**config.mk**
```make
export PLATFORM = sky130hd
export DESIGN_NAME = adjacency_matrix_bfs_dfs_flat
export DESIGN_NICKNAME = d
export VERILOG_FILES = /design/src/design/ambfs_pkg.sv /design/src/design/ambfs_if.sv /design/src/design/adjacency_matrix_bfs_dfs.sv /design/src/design/ambfs_adj_store.sv /design/src/design/ambfs_pending.sv /design/src/flat_wrapper.sv
export VERILOG_INCLUDE_DIRS = /design/src /design/src/design
export SDC_FILE = /design/constraint.sdc
export NUM_CORES = 1
export LEC_CHECK = 0
export BUFFER_PORTS_ARGS = -buffer_cell sky130_fd_sc_hd__buf_2
export CELL_PAD_IN_SITES_DETAIL_PLACEMENT = 0
export CELL_PAD_IN_SITES_GLOBAL_PLACEMENT = 1
export CORE_ASPECT_RATIO = 1.4
export CORE_MARGIN = 2
export CORE_UTILIZATION = 40
export CTS_CLUSTER_SIZE = 24
export DETAILED_ROUTE_END_ITERATION = 6
export PLACE_DENSITY = 0.73
export SYNTH_ARGS = -nofsm -noshare
export SYNTH_HDL_FRONTEND = slang
export SYNTH_SLANG_ARGS = --single-unit
```
**constraint.sdc**
```tcl
create_clock -name i_clk -period 4.34 [get_ports i_clk]
set_clock_uncertainty 0.1 [all_clocks]
set_input_delay 0.868 -clock i_clk [delete_from_list [all_inputs] [get_ports i_clk]]
set_output_delay 0.868 -clock i_clk [all_outputs]
set_load 0.1 [all_outputs]
```
**src/design/adjacency_matrix_bfs_dfs_macros.svh**
```systemverilog
// ----------------------------------------------------------------------------
// Assertion macros
// Shared concurrent assertion forms for the graph search block.
// ----------------------------------------------------------------------------
`ifndef ADJACENCY_MATRIX_BFS_DFS_MACROS_SVH
`define ADJACENCY_MATRIX_BFS_DFS_MACROS_SVH

// Same-cycle implication, disabled during reset
`define AMBFS_ASSERT_IMPL(label, clk, rst_n, ante, cons) \
    label: assert property (@(posedge clk) disable iff (!(rst_n)) (ante) |-> (cons)) \
        else $error("ambfs assertion failed");

// Next-cycle implication, disabled during reset
`define AMBFS_ASSERT_NEXT(label, clk, rst_n, ante, cons) \
    label: assert property (@(posedge clk) disable iff (!(rst_n)) (ante) |=> (cons)) \
        else $error("ambfs assertion failed");

`endif

```
**src/design/ambfs_pkg.sv**
```systemverilog
// ----------------------------------------------------------------------------
// ambfs_pkg
// Sizes, codes and helper functions of the graph search block.
// ----------------------------------------------------------------------------
package ambfs_pkg;

    // Built vertex count and the reach of the 4-bit vertex fields
    localparam int MAX_VERTICES   = 16;
    localparam int FIELD_VERTICES = 16;
    localparam int USE_VERTICES   = (MAX_VERTICES < FIELD_VERTICES) ? MAX_VERTICES
                                                                    : FIELD_VERTICES;

    localparam int VTX_W   = 4;                        // vertex field width
    localparam int NV_W    = 5;                        // vertex count register width
    localparam int IDX_W   = $clog2(USE_VERTICES);     // internal vertex index
    localparam int PTR_W   = $clog2(USE_VERTICES + 1); // pending pointers, counts
    localparam int CFG_IDX_W = 1;
    localparam int CFG_DAT_W = 5;

    typedef logic [USE_VERTICES-1:0] t_row;
    typedef logic [IDX_W-1:0]        t_idx;

    // Command codes
    localparam logic CMD_ADD_EDGE = 1'b0;
    localparam logic CMD_TRAVERSE = 1'b1;

    // Status codes
    localparam logic ST_OK         = 1'b0;
    localparam logic ST_BAD_VERTEX = 1'b1;

    // Traversal order codes
    localparam logic ORDER_BFS = 1'b0;
    localparam logic ORDER_DFS = 1'b1;

    // Configuration register indexes
    localparam logic [CFG_IDX_W-1:0] CFG_NUM_VERTICES    = 1'b0;
    localparam logic [CFG_IDX_W-1:0] CFG_TRAVERSAL_ORDER = 1'b1;

    localparam logic [NV_W-1:0] NV_RESET = NV_W'(16);

    // Control of the pending vertex store
    typedef struct packed {
        logic init;   // restart with a single start vertex
        logic push;
        logic pop;
        logic lifo;   // stack order when set, queue order otherwise
    } t_pend_ctl;

    // Bits of vertices below the count in use
    function automatic t_row mask_below(input logic [NV_W-1:0] n);
        t_row m;
        for (int i = 0; i < USE_VERTICES; i++) begin
            m[i] = (NV_W'(i) < n);
        end
        return m;
    endfunction

    // Index of the lowest set bit
    function automatic t_idx lowest_set(input t_row v);
        t_idx idx;
        idx = '0;
        for (int i = USE_VERTICES - 1; i >= 0; i--) begin
            if (v[i]) begin
                idx = IDX_W'(i);
            end
        end
        return idx;
    endfunction

endpackage

```
**src/design/ambfs_if.sv**
```systemverilog
// ----------------------------------------------------------------------------
// ambfs channel interfaces
// Valid/ready channels for commands, results and configuration writes.
// ----------------------------------------------------------------------------
interface ambfs_in_if;
    logic                         valid;
    logic                         ready;
    logic                         cmd;
    logic [ambfs_pkg::VTX_W-1:0]  vertex_a;
    logic [ambfs_pkg::VTX_W-1:0]  vertex_b;

    modport source (output valid, output cmd, output vertex_a, output vertex_b,
                    input ready);
    modport sink   (input valid, input cmd, input vertex_a, input vertex_b,
                    output ready);
endinterface

interface ambfs_out_if;
    logic                         valid;
    logic                         ready;
    logic [ambfs_pkg::VTX_W-1:0]  visited_vertex;
    logic                         status;
    logic                         last;

    modport source (output valid, output visited_vertex, output status, output last,
                    input ready);
    modport sink   (input valid, input visited_vertex, input status, input last,
                    output ready);
endinterface

interface ambfs_cfg_if;
    logic                             valid;
    logic                             ready;
    logic [ambfs_pkg::CFG_IDX_W-1:0]  index;
    logic [ambfs_pkg::CFG_DAT_W-1:0]  data;

    modport source (output valid, output index, output data, input ready);
    modport sink   (input valid, input index, input data, output ready);
endinterface

```
**src/design/adjacency_matrix_bfs_dfs.sv**
```systemverilog
// ----------------------------------------------------------------------------
// adjacency_matrix_bfs_dfs
// Directed graph store with breadth-first and depth-first reachability walks.
// ----------------------------------------------------------------------------
//  Channel  Dir  Payload                              Transaction
//  i_in     in   cmd, vertex_a, vertex_b              one command
//  o_out    out  visited_vertex, status, last         one result
//  i_cfg    in   index, data                          one register write
//
//  Add edge and bad start: one result, ready again once that result is taken.
//  Traverse: per visited vertex a pop step, a pick step for each pushed
//  neighbour and a last that finds none, and an emit step; the pace is
//  set by the lowest-bit pick unit that pushes one neighbour per cycle.
//  Reset clears the matrix at once; no clearing pass. A stalled result holds
//  the walk in its emit step; i_cfg is always ready.
`include "adjacency_matrix_bfs_dfs_macros.svh"

module adjacency_matrix_bfs_dfs (
    input  logic        i_clk,
    input  logic        i_rst_n,
    ambfs_in_if.sink    i_in,
    ambfs_out_if.source o_out,
    ambfs_cfg_if.sink   i_cfg
);

    typedef enum logic [3:0] {
        S_IDLE = 4'b0001,
        S_POP  = 4'b0010,
        S_SCAN = 4'b0100,
        S_EMIT = 4'b1000
    } t_state;

    t_state                          r_state, n_state;
    logic [ambfs_pkg::NV_W-1:0]      r_num_vertices;
    logic                            r_order;
    ambfs_pkg::t_row                 r_visited, n_visited;
    ambfs_pkg::t_row                 r_row, n_row;
    ambfs_pkg::t_idx                 r_cur, n_cur;
    logic [ambfs_pkg::PTR_W-1:0]     r_count, n_count;
    logic                            r_out_valid, n_out_valid;
    logic [ambfs_pkg::VTX_W-1:0]     r_out_vertex, n_out_vertex;
    logic                            r_out_status, n_out_status;
    logic                            r_out_last, n_out_last;

    logic [ambfs_pkg::NV_W-1:0]      w_n_use;
    logic                            w_in_acc;
    logic                            w_a_ok;
    logic                            w_b_ok;
    logic                            w_out_free;
    logic                            w_emit_last;
    ambfs_pkg::t_row                 w_cand;
    ambfs_pkg::t_idx                 w_pick;
    ambfs_pkg::t_row                 w_adj_row;
    logic                            w_adj_wr;
    ambfs_pkg::t_pend_ctl            w_pend_ctl;
    ambfs_pkg::t_idx                 w_pend_vtx;
    ambfs_pkg::t_idx                 w_pend_top;
    logic                            w_pend_empty;

    // Vertex count in use, limited to the built size
    assign w_n_use = (r_num_vertices > ambfs_pkg::NV_W'(ambfs_pkg::USE_VERTICES))
                   ? ambfs_pkg::NV_W'(ambfs_pkg::USE_VERTICES) : r_num_vertices;

    assign w_a_ok = (ambfs_pkg::NV_W'(i_in.vertex_a) < w_n_use);
    assign w_b_ok = (ambfs_pkg::NV_W'(i_in.vertex_b) < w_n_use);

    assign i_in.ready = (r_state == S_IDLE) && !r_out_valid;
    assign w_in_acc   = i_in.valid && i_in.ready;
    assign w_out_free = !r_out_valid || o_out.ready;

    // Shared pick unit: lowest unvisited neighbour in range
    assign w_cand = r_row & ~r_visited & ambfs_pkg::mask_below(w_n_use);
    assign w_pick = ambfs_pkg::lowest_set(w_cand);

    assign w_emit_last = w_pend_empty
                      || (r_count == ambfs_pkg::PTR_W'(ambfs_pkg::USE_VERTICES));

    assign w_adj_wr = w_in_acc && (i_in.cmd == ambfs_pkg::CMD_ADD_EDGE) && w_a_ok && w_b_ok;

    // Pending store control
    always_comb begin
        w_pend_ctl.init = w_in_acc && (i_in.cmd == ambfs_pkg::CMD_TRAVERSE) && w_a_ok;
        w_pend_ctl.push = (r_state == S_SCAN) && (w_cand != '0);
        w_pend_ctl.pop  = (r_state == S_POP);
        w_pend_ctl.lifo = (r_order == ambfs_pkg::ORDER_DFS);
        w_pend_vtx      = w_pend_ctl.init ? i_in.vertex_a[ambfs_pkg::IDX_W-1:0] : w_pick;
    end

    ambfs_adj_store u_adj (
        .i_clk     (i_clk),
        .i_rst_n   (i_rst_n),
        .i_wr_en   (w_adj_wr),
        .i_wr_row  (i_in.vertex_a[ambfs_pkg::IDX_W-1:0]),
        .i_wr_col  (i_in.vertex_b[ambfs_pkg::IDX_W-1:0]),
        .i_rd_row  (w_pend_top),
        .o_rd_data (w_adj_row)
    );

    ambfs_pending u_pend (
        .i_clk    (i_clk),
        .i_rst_n  (i_rst_n),
        .i_ctl    (w_pend_ctl),
        .i_vertex (w_pend_vtx),
        .o_top    (w_pend_top),
        .o_empty  (w_pend_empty)
    );

    // Configuration writes
    assign i_cfg.ready = 1'b1;

    always_ff @(posedge i_clk) begin
        if (!i_rst_n) begin
            r_num_vertices <= ambfs_pkg::NV_RESET;
            r_order        <= ambfs_pkg::ORDER_BFS;
        end else if (i_cfg.valid && i_cfg.ready) begin
            case (i_cfg.index)
                ambfs_pkg::CFG_NUM_VERTICES: begin
                    r_num_vertices <= i_cfg.data[ambfs_pkg::NV_W-1:0];
                end
                ambfs_pkg::CFG_TRAVERSAL_ORDER: begin
                    r_order <= i_cfg.data[0];
                end
                default: begin
                end
            endcase
        end
    end

    // Sequencer
    always_comb begin
        n_state      = r_state;
        n_visited    = r_visited;
        n_row        = r_row;
        n_cur        = r_cur;
        n_count      = r_count;
        n_out_valid  = r_out_valid && !o_out.ready;
        n_out_vertex = r_out_vertex;
        n_out_status = r_out_status;
        n_out_last   = r_out_last;
        case (r_state)
            S_IDLE: begin
                if (w_in_acc) begin
                    if (i_in.cmd == ambfs_pkg::CMD_ADD_EDGE) begin
                        n_out_valid  = 1'b1;
                        n_out_vertex = '0;
                        n_out_status = (w_a_ok && w_b_ok) ? ambfs_pkg::ST_OK
                                                          : ambfs_pkg::ST_BAD_VERTEX;
                        n_out_last   = 1'b1;
                    end else if (!w_a_ok) begin
                        n_out_valid  = 1'b1;
                        n_out_vertex = '0;
                        n_out_status = ambfs_pkg::ST_BAD_VERTEX;
                        n_out_last   = 1'b1;
                    end else begin
                        n_visited = '0;
                        n_visited[i_in.vertex_a[ambfs_pkg::IDX_W-1:0]] = 1'b1;
                        n_count   = '0;
                        n_state   = S_POP;
                    end
                end
            end
            S_POP: begin
                n_cur   = w_pend_top;
                n_row   = w_adj_row;
                n_count = r_count + 1'b1;
                n_state = S_SCAN;
            end
            S_SCAN: begin
                if (w_cand != '0) begin
                    n_visited[w_pick] = 1'b1;
                end else begin
                    n_state = S_EMIT;
                end
            end
            S_EMIT: begin
                if (w_out_free) begin
                    n_out_valid  = 1'b1;
                    n_out_vertex = ambfs_pkg::VTX_W'(r_cur);
                    n_out_status = ambfs_pkg::ST_OK;
                    n_out_last   = w_emit_last;
                    n_state      = w_emit_last ? S_IDLE : S_POP;
                end
            end
            default: begin
                n_state = S_IDLE;
            end
        endcase
    end

    // Control registers
    always_ff @(posedge i_clk) begin
        if (!i_rst_n) begin
            r_state     <= S_IDLE;
            r_out_valid <= 1'b0;
            r_count     <= '0;
        end else begin
            r_state     <= n_state;
            r_out_valid <= n_out_valid;
            r_count     <= n_count;
        end
    end

    // Payload registers
    always_ff @(posedge i_clk) begin
        r_visited    <= n_visited;
        r_row        <= n_row;
        r_cur        <= n_cur;
        r_out_vertex <= n_out_vertex;
        r_out_status <= n_out_status;
        r_out_last   <= n_out_last;
    end

    assign o_out.valid          = r_out_valid;
    assign o_out.visited_vertex = r_out_vertex;
    assign o_out.status         = r_out_status;
    assign o_out.last           = r_out_last;

    // A final walk result returns the sequencer to idle
    `AMBFS_ASSERT_NEXT(a_last_to_idle, i_clk, i_rst_n, (r_state == S_EMIT) && w_out_free && w_emit_last, r_state == S_IDLE)
    // A pushed neighbour leaves the pending store non-empty
    `AMBFS_ASSERT_NEXT(a_push_nonempty, i_clk, i_rst_n, (r_state == S_SCAN) && (w_cand != '0), !w_pend_empty)
    // No walk visits more vertices than are built
    `AMBFS_ASSERT_IMPL(a_count_bound, i_clk, i_rst_n, r_state != S_IDLE, r_count <= ambfs_pkg::PTR_W'(ambfs_pkg::USE_VERTICES))

endmodule

```
**src/design/ambfs_adj_store.sv**
```systemverilog
// ----------------------------------------------------------------------------
// ambfs_adj_store
// Adjacency bit matrix: one row per source vertex, cleared at reset.
// ----------------------------------------------------------------------------
module ambfs_adj_store (
    input  logic               i_clk,
    input  logic               i_rst_n,
    input  logic               i_wr_en,
    input  ambfs_pkg::t_idx    i_wr_row,
    input  ambfs_pkg::t_idx    i_wr_col,
    input  ambfs_pkg::t_idx    i_rd_row,
    output ambfs_pkg::t_row    o_rd_data
);

    ambfs_pkg::t_row r_rows [ambfs_pkg::USE_VERTICES];

    // Set one edge bit, clear all rows at reset
    always_ff @(posedge i_clk) begin
        if (!i_rst_n) begin
            r_rows <= '{default: '0};
        end else if (i_wr_en) begin
            r_rows[i_wr_row][i_wr_col] <= 1'b1;
        end
    end

    assign o_rd_data = r_rows[i_rd_row];

endmodule

```
**src/design/ambfs_pending.sv**
```systemverilog
// ----------------------------------------------------------------------------
// ambfs_pending
// Pending vertex store, used as a queue or as a stack.
// ----------------------------------------------------------------------------
module ambfs_pending (
    input  logic                 i_clk,
    input  logic                 i_rst_n,
    input  ambfs_pkg::t_pend_ctl i_ctl,
    input  ambfs_pkg::t_idx      i_vertex,
    output ambfs_pkg::t_idx      o_top,
    output logic                 o_empty
);

    ambfs_pkg::t_idx                r_entry [ambfs_pkg::USE_VERTICES];
    logic [ambfs_pkg::PTR_W-1:0]    r_head;
    logic [ambfs_pkg::PTR_W-1:0]    r_tail;
    logic [ambfs_pkg::PTR_W-1:0]    w_tail_m1;

    assign w_tail_m1 = r_tail - 1'b1;

    // Pop from the tail for a stack, from the head for a queue
    assign o_top   = i_ctl.lifo ? r_entry[w_tail_m1[ambfs_pkg::IDX_W-1:0]]
                                : r_entry[r_head[ambfs_pkg::IDX_W-1:0]];
    assign o_empty = (r_head == r_tail);

    // Pointers
    always_ff @(posedge i_clk) begin
        if (!i_rst_n) begin
            r_head <= '0;
            r_tail <= '0;
        end else if (i_ctl.init) begin
            r_head <= '0;
            r_tail <= ambfs_pkg::PTR_W'(1);
        end else if (i_ctl.push) begin
            r_tail <= r_tail + 1'b1;
        end else if (i_ctl.pop) begin
            if (i_ctl.lifo) begin
                r_tail <= w_tail_m1;
            end else begin
                r_head <= r_head + 1'b1;
            end
        end
    end

    // Entry storage, no reset
    always_ff @(posedge i_clk) begin
        if (i_ctl.init) begin
            r_entry[0] <= i_vertex;
        end else if (i_ctl.push) begin
            r_entry[r_tail[ambfs_pkg::IDX_W-1:0]] <= i_vertex;
        end
    end

endmodule

```
**src/flat_wrapper.sv**
```systemverilog
// flat-port wrapper written by rule: the top's interface ports become plain ports
module adjacency_matrix_bfs_dfs_flat 
  (i_clk, i_rst_n, i_in_valid, i_in_cmd, i_in_vertex_a, i_in_vertex_b, i_in_ready, o_out_valid, o_out_visited_vertex, o_out_status, o_out_last, o_out_ready, i_cfg_valid, i_cfg_index, i_cfg_data, i_cfg_ready);
  ambfs_in_if i_in_i ();
  ambfs_out_if o_out_i ();
  ambfs_cfg_if i_cfg_i ();
  input  logic i_clk;
  input  logic i_rst_n;
  input wire logic [$bits(i_in_i.valid)-1:0] i_in_valid;
  input wire logic [$bits(i_in_i.cmd)-1:0] i_in_cmd;
  input wire logic [$bits(i_in_i.vertex_a)-1:0] i_in_vertex_a;
  input wire logic [$bits(i_in_i.vertex_b)-1:0] i_in_vertex_b;
  output wire logic [$bits(i_in_i.ready)-1:0] i_in_ready;
  output wire logic [$bits(o_out_i.valid)-1:0] o_out_valid;
  output wire logic [$bits(o_out_i.visited_vertex)-1:0] o_out_visited_vertex;
  output wire logic [$bits(o_out_i.status)-1:0] o_out_status;
  output wire logic [$bits(o_out_i.last)-1:0] o_out_last;
  input wire logic [$bits(o_out_i.ready)-1:0] o_out_ready;
  input wire logic [$bits(i_cfg_i.valid)-1:0] i_cfg_valid;
  input wire logic [$bits(i_cfg_i.index)-1:0] i_cfg_index;
  input wire logic [$bits(i_cfg_i.data)-1:0] i_cfg_data;
  output wire logic [$bits(i_cfg_i.ready)-1:0] i_cfg_ready;
  assign i_in_i.valid = i_in_valid;
  assign i_in_i.cmd = i_in_cmd;
  assign i_in_i.vertex_a = i_in_vertex_a;
  assign i_in_i.vertex_b = i_in_vertex_b;
  assign i_in_ready = i_in_i.ready;
  assign o_out_valid = o_out_i.valid;
  assign o_out_visited_vertex = o_out_i.visited_vertex;
  assign o_out_status = o_out_i.status;
  assign o_out_last = o_out_i.last;
  assign o_out_i.ready = o_out_ready;
  assign i_cfg_i.valid = i_cfg_valid;
  assign i_cfg_i.index = i_cfg_index;
  assign i_cfg_i.data = i_cfg_data;
  assign i_cfg_ready = i_cfg_i.ready;
  adjacency_matrix_bfs_dfs u_core (.i_clk(i_clk), .i_rst_n(i_rst_n), .i_in(i_in_i), .o_out(o_out_i), .i_cfg(i_cfg_i));
endmodule
```
---- Word level (Yosys, flattened, before mapping) ----
Memory sizes are Yosys's and may differ from the RTL's. A register that Yosys moved wholly into a read port is not among the register bits.
Index checks and enable logic that the tools add are counted.
storage, ports and cells
  memories kept ........................... 1
  word-level logic and storage cells ...... 205
  input bits .............................. 20
  RAM bits ................................ 64
  output and inout port bits .............. 9
  register bits ........................... 324
operators by class
  order comparisons ....................... 28
  reduce and logical (&&, ||, !) cells .... 37
  bitwise gates (word level) .............. 12
  $add $sub $neg .......................... 4
  multiplexer cells ....................... 80
  eq/ne operators ......................... 13
memory list
  name                   words  width  rd ports  clocked after memory_dff  wr ports  line                 source
  u_core.u_pend.r_entry  16     4      2         1                         1         ambfs_pending.sv:14  ambfs_pkg::t_idx r_entry [ambfs_pkg::USE_VERTICES];
operators by type and width
  operator                                              count
  bitwise OR 256 bit                                    1
  2-to-1 mux 4 bit                                      31
  2-to-1 mux 16 bit                                     7
  binary-select mux 16 bit (select 4 bit)               1
  demux 16 bit (select 4 bit)                           1
  < comparator 4 x 5 -> 1 bit (first input constant)    8
  2-to-1 mux 5 bit                                      7
  bitwise AND 16 bit                                    2
  one-hot mux 16 bit (2 select lines)                   1
  2-to-1 mux 1 bit                                      22
  < comparator 3 x 5 -> 1 bit (first input constant)    4
  inverter 16 bit                                       1
  bitwise OR 16 bit                                     1
  one-hot mux 4 bit (4 select lines)                    1
  nonzero test 16 bit                                   1
  adder 5 x 1 -> 5 bit (second input constant)          3
  < comparator 4 x 5 -> 1 bit (second input constant)   3
  logical AND 1 bit                                     14
  demux 1 bit (select 4 bit)                            3
  >= comparator 4 x 1 -> 1 bit (second input constant)  3
  >= comparator 5 bit (second input constant)           2
  < comparator 1 x 5 -> 1 bit (first input constant)    2
  < comparator 2 x 5 -> 1 bit (first input constant)    2
  < comparator 4 x 5 -> 1 bit                           2
  28 further kinds                                      51

---- Logic depth before layout (Yosys ltp) ----
  word-level depth ........................ 27
  mapped depth ............................ 17
  mapped depth without buffers ............ 11

---- Modules after synthesis ----
A second synthesis with hierarchy kept.
unflattened totals
  cell total of the unflattened synthesis .. 1617
  area total of the unflattened synthesis .. 18326.3 µm²
by module, submodules not included
  module                    area an instance (µm²)  cells an instance  times used  sequential area each (µm²)
  ambfs_adj_store           11150.7                 1058               1           5124.9
  ambfs_pending             3878.7                  248                1           2202.1
  adjacency_matrix_bfs_dfs  3296.9                  311                1           1581.5

---- Worst setup path before layout ----
Ideal clock, no wire load.
  kind .................................... flip-flop to flip-flop
  start ................................... register u_core.u_pend.r_tail[0] (netlist name)
  end ..................................... register u_core.r_row[0] (data pin)
  data required time ...................... 3.970 ns
  path buffers ............................ 5
  period minus slack after synthesis ...... 4.274 ns
  data arrival time ....................... 3.904 ns
  setup slack ............................. 0.066 ns
  setup time .............................. 0.270 ns
  stages on the path, launching flop included .. 16
  cell sequence ........................... dfxtp_1 buf_2 buf_2 inv_1 ha_1 clkbuf_1 clkbuf_1 mux4_2 mux4_2 a22oi_1 clkinv_1 nor2_1 clkbuf_1 a32oi_1 o211ai_1 o21ai_0
between the ends
  word-level cells in the longest chain between the ends .. 7
RTL lines
  item                                                  line                             source
  start: declaration                                    ambfs_pending.sv:16              logic [ambfs_pkg::PTR_W-1:0] r_tail;
  start signal: assignment                              ambfs_pending.sv:33              r_tail <= ambfs_pkg::PTR_W'(1);
  start signal: assignment                              ambfs_pending.sv:35              r_tail <= r_tail + 1'b1;
  start signal: assignment                              ambfs_pending.sv:38              r_tail <= w_tail_m1;
  subtractor 5 x 1 -> 5 bit                             ambfs_pending.sv:19              assign w_tail_m1 = r_tail - 1'b1;
  memory read (16 x 4 bit)                              -
  2-to-1 mux 4 bit                                      ambfs_pending.sv:22              assign o_top = i_ctl.lifo ? r_entry[w_tail_m1[ambfs_pkg::IDX_W-1:0]]
  inverter 4 -> 5 bit (not written as such)             ambfs_adj_store.sv:26            assign o_rd_data = r_rows[i_rd_row];
  binary-select mux 16 bit (select 4 bit)               ambfs_adj_store.sv:26
  2-to-1 mux 16 bit (not written as such) (2 in a row)  ambfs_adj_store.sv:26
  via u_core.u_adj.o_rd_data[0]                         ambfs_adj_store.sv:12            output ambfs_pkg::t_row o_rd_data
  end signal: assignment                                adjacency_matrix_bfs_dfs.sv:206  r_row <= n_row;
  end: declaration                                      adjacency_matrix_bfs_dfs.sv:37   ambfs_pkg::t_row r_row, n_row;
The timed path passes the listed nets, and every way through them passes these cells. The select of a mux whose other input is x is not followed.
A chain may end at the register's enable or synchronous reset.

---- Worst setup path after layout ----
Same ends and word-level chain as after synthesis.

==> results by group <==
Setup path
  – Terminus of the critical flop-to-flop path: u_core.r_row[0]$_DFFE_PP_
  – Worst path max stage delay: 0.62 ns
  – CP Cell Sequence: inv_1 -> ha_1 -> xor2_2 -> buf_4 -> mux4_2 -> a22o_1 -> a2111oi_4 -> inv_2 -> buf_4 -> nand2_1 -> a32oi_1 -> o211ai_1 -> o21ai_0 -> buf_4
  – Crit-path slowest cell: a2111oi_4
  – Reg2Reg Launch Point: u_core.u_pend.r_tail[0]$_SDFFE_PN0P_
  – CP Class: flip-flop to flip-flop
  – Worst setup EP type: flip-flop
  – Reg2Reg Depth: 14
  – CP dominant cell by count: buf_4
  – CP arrival: 4.26 ns
  – Flop2flop setup slack: 0.28 ns
  – Crit path buffers/inverters: 5
  – Crit start category: flip-flop
  – CP required: 4.53 ns
  – Largest delay share family, worst path: compound AO/OA/AOI/OAI gates
  – Worst-path fanout max: 47

Power
  – Leak: 6.99 nW
  – PnR Total Power: 8.11 mW
  – PD cells: 392 mW/mm^2
  – Maximum VDD drop: 0.218 mV

Placed design
  – Dpl hpwl: 37.1 mm
  – Number of port buffers: 27
  – GPL Wtd Cong: 0.890
  – Pre-CTS WS: 0.320 ns

Timing
  – Slew at the pin closest to its max-slew limit: 1.29 ns
  – Final period util: 93.6%
  – RSZ-0062 raised after global routing: no
  – Worst rel slew slack: 13.6%
  – Fin crit period: 4.06 ns
  – Fmax: 0.246 GHz
  – Final Setup Violations: 0
  – Post-route worst setup slack: 0.277 ns
  – Hold Fails Final Rpt: 0
  – Total Neg Setup Slack: 0 ns
  – Fin. max-slew vios: 0

Hold path
  – Hold path startpoint: u_core.u_adj.r_rows[194]$_SDFFE_PN0P_
  – Cell count of the worst hold path: 1
  – Hold Path Class: flip-flop to flip-flop
  – Worst Hold End: u_core.u_adj.r_rows[194]$_SDFFE_PN0P_

Clock network
  – CTS sink cnt: 392
  – H-tree Lvls: 2
  – Worst skew pair latency: 0.55 ns
  – Clock Root Buffer: clkbuf_16
  – Cts repair resizes: 0
  – Post-CTS Hold Buffers: 0
  – Post-CTS Setup Inserts: 0
  – Inserted Clock Buffers: 40
  – CTS tree: done
  – Maximum clock path buffer count: 3
  – Clock transition at path regs: 0.06 ns

Synthesis
  – Main flop type after synthesis: dfxtp_1
  – Synthesized area: 0.0185 sq mm
  – Syn. warnings: 0
  – Cell count after synthesis: 1972
  – Seq/Total Area, Yosys: 48.1%
  – Synth top cells by count: 286 x dfxtp_1, 191 x nand2_1, 191 x nor2_1, 184 x nor2b_1, 165 x a21oi_1
  – EDFF count, synth: 106
  – Async set or reset register ratio after synthesis: 0%
  – Top cell type by total area after synthesis: dfxtp_1
  – Yosys cell types: 68
  – Mean Syn Cell Area: 9.39 sq um
  – Mapped Nets: 2003
  – Most frequent cell after synthesis: dfxtp_1
  – Top cells by area, synth: dfxtp_1 31%, edfxtp_1 17%, nor2b_1 6.2%
  – Seq cells post-synth: 392
  – Area share of the largest cell type after synthesis: 30.9%

Drt
  – DRT iter0 DRCs: 1239
  – Routed Antenna Nets: 0
  – Drt pass-1 iters: 6
  – Routed via count: 14800
  – DR vias/cell: 5.70
  – DRC viols: 0
  – Final WL: 57.9 mm
  – Wire per inst: 22.3 microns

Global route
  – First-pass GRT wire length: 86.9 mm
  – Initial antenna violation count: 1
  – Grt total ovfl: 0
  – Largest net degree at the start of global routing: 138
  – Tot GR Track Use: 23.8%
  – Vias in the first global route: 14400

Run
  – Max Cap Viol: 0

Floorplanning
  – Rows: 93
  – Number of placed I/O pins: 29
  – Initial core utilization: 40.4%
  – Die Width: 186 microns
  – Die Y-Extent: 259 microns
  – Die area: 0.0481 sq mm
  – Floorplan Core Area: 0.0458 sq mm

Layout
  – Antenna diode count: 0
  – Nets: 1984
  – Fraction of layout cells with a size suffix above 1: 11.0%
  – Area growth from synthesis to layout: 11.7%

Status
  – Outcome: finished, final reports clean
==> per-stage QoR <==
| stage | hold WS (ns) | area (sq um) | util (%) | std cells |
|---|---|---|---|---|
| after global routing | 0.379 | 20700 | 45.2 | 2597 |
| after CTS | 0.366 | 20700 | 45.2 | 2597 |
| after global placement | 0.345 | 19400 | 42.4 | 2528 |
| final | 0.361 | 20700 | 45.2 | 2597 |
| after floorplan | 0.340 | 18500 | - | 1972 |
| after detailed placement | 0.352 | 19400 | 42.4 | 2528 |
==> state kept, by name, summed over array words and instances, names as in the netlist, 5 cells and up, named ones only <==
name	flops
u_core.r_num_vertices	5
u_core.u_pend.r_head	5
u_core.u_adj.r_rows	256
u_core.r_visited	16
u_core.u_pend.r_entry	64
u_core.u_pend.r_tail	5
u_core.r_row	16
u_core.r_count	5
==> power by group <==
part	switching (mW)	internal [mW]	total, mW
combinational	0.627	0.283	0.910
sequential	0.0252	3.80	3.83
clock	1.44	1.93	3.38
total	2.10	6.02	8.11
==> cells in the final DEF (no fill, tap or decap), drive strengths merged, types with 10 or more instances in the layout <==
cell    instances
nand3          40
o21a           99
dfxtp         286
a31oi          38
o21ai          25
clkinv         10
nor3          112
mux2i         111
nor2          191
edfxtp        106
nand2         191
inv            20
mux4           34
a32oi          28
xor2           10
nor2b         184
clkbuf         56
buf           102
o211ai         12
ha             11
nand2b         10
a21oi         165
==> worst register-to-register path: stages (launching register included) <==
cell and delay (ns):
dfxtp_1 0.32, inv_1 0.16, ha_1 0.26, xor2_2 0.14
buf_4 0.19, mux4_2 0.51, a22o_1 0.28, a2111oi_4 0.62
inv_2 0.21, buf_4 0.37, nand2_1 0.18, a32oi_1 0.10
o211ai_1 0.10, o21ai_0 0.10, buf_4 0.16
==> per-layer routing <==
layer  share of wire, %  vias to the layer above  global-route usage (%)
li1                   -                     6959                       -
met1                 41                     7340                    28.4
met2                 50                      380                    41.9
met3                4.3                      131                    3.33
met4                4.7                        2                    11.0
met5              0.022                        -                       0
==> area by class of cell <==
class                      count  area (sq um)
fill                        4411         25100
timing repair buffer         102           779
sequential                   392          8910
clock inverter                13           103
multi-input combinational   1399          8910
clock buffer                  56          1160
inverter                      18          67.6
tap                          617           772
==> cell families after synthesis <==
| logic type | after synthesis | share of synthesized area [%] |
|---|---|---|
| adder cells (fa/ha/maj) | 11 | 0.743 |
| XOR/XNOR | 16 | 0.797 |
| multiplexers | 149 | 10.4 |
| flip-flops | 392 | 48.1 |
| buffers and inverters | 181 | 3.98 |
| AO/OA/AOI/OAI | 444 | 15.7 |
| other | 1 | 0.0202 |
| AND/OR/NAND/NOR | 778 | 20.3 |
==> worst max-delay path by stage <==
stage                                                    start                   endpoint  slack [ns]  cells after the start
after floorplan           u_core.u_pend.r_tail[0]$_SDFFE_PN0P_  u_core.r_row[0]$_DFFE_PP_        0.07                     15
after global placement    u_core.u_pend.r_tail[0]$_SDFFE_PN0P_  u_core.r_row[0]$_DFFE_PP_        0.36                     14
after detailed placement  u_core.u_pend.r_tail[0]$_SDFFE_PN0P_  u_core.r_row[0]$_DFFE_PP_        0.32                     14
after CTS                 u_core.u_pend.r_tail[0]$_SDFFE_PN0P_  u_core.r_row[0]$_DFFE_PP_        0.28                     14
after global routing      u_core.u_pend.r_tail[0]$_SDFFE_PN0P_  u_core.r_row[0]$_DFFE_PP_        0.04                     14
final                     u_core.u_pend.r_tail[0]$_SDFFE_PN0P_  u_core.r_row[0]$_DFFE_PP_        0.28                     14
Note: power is estimated with default switching activity, not from simulation.
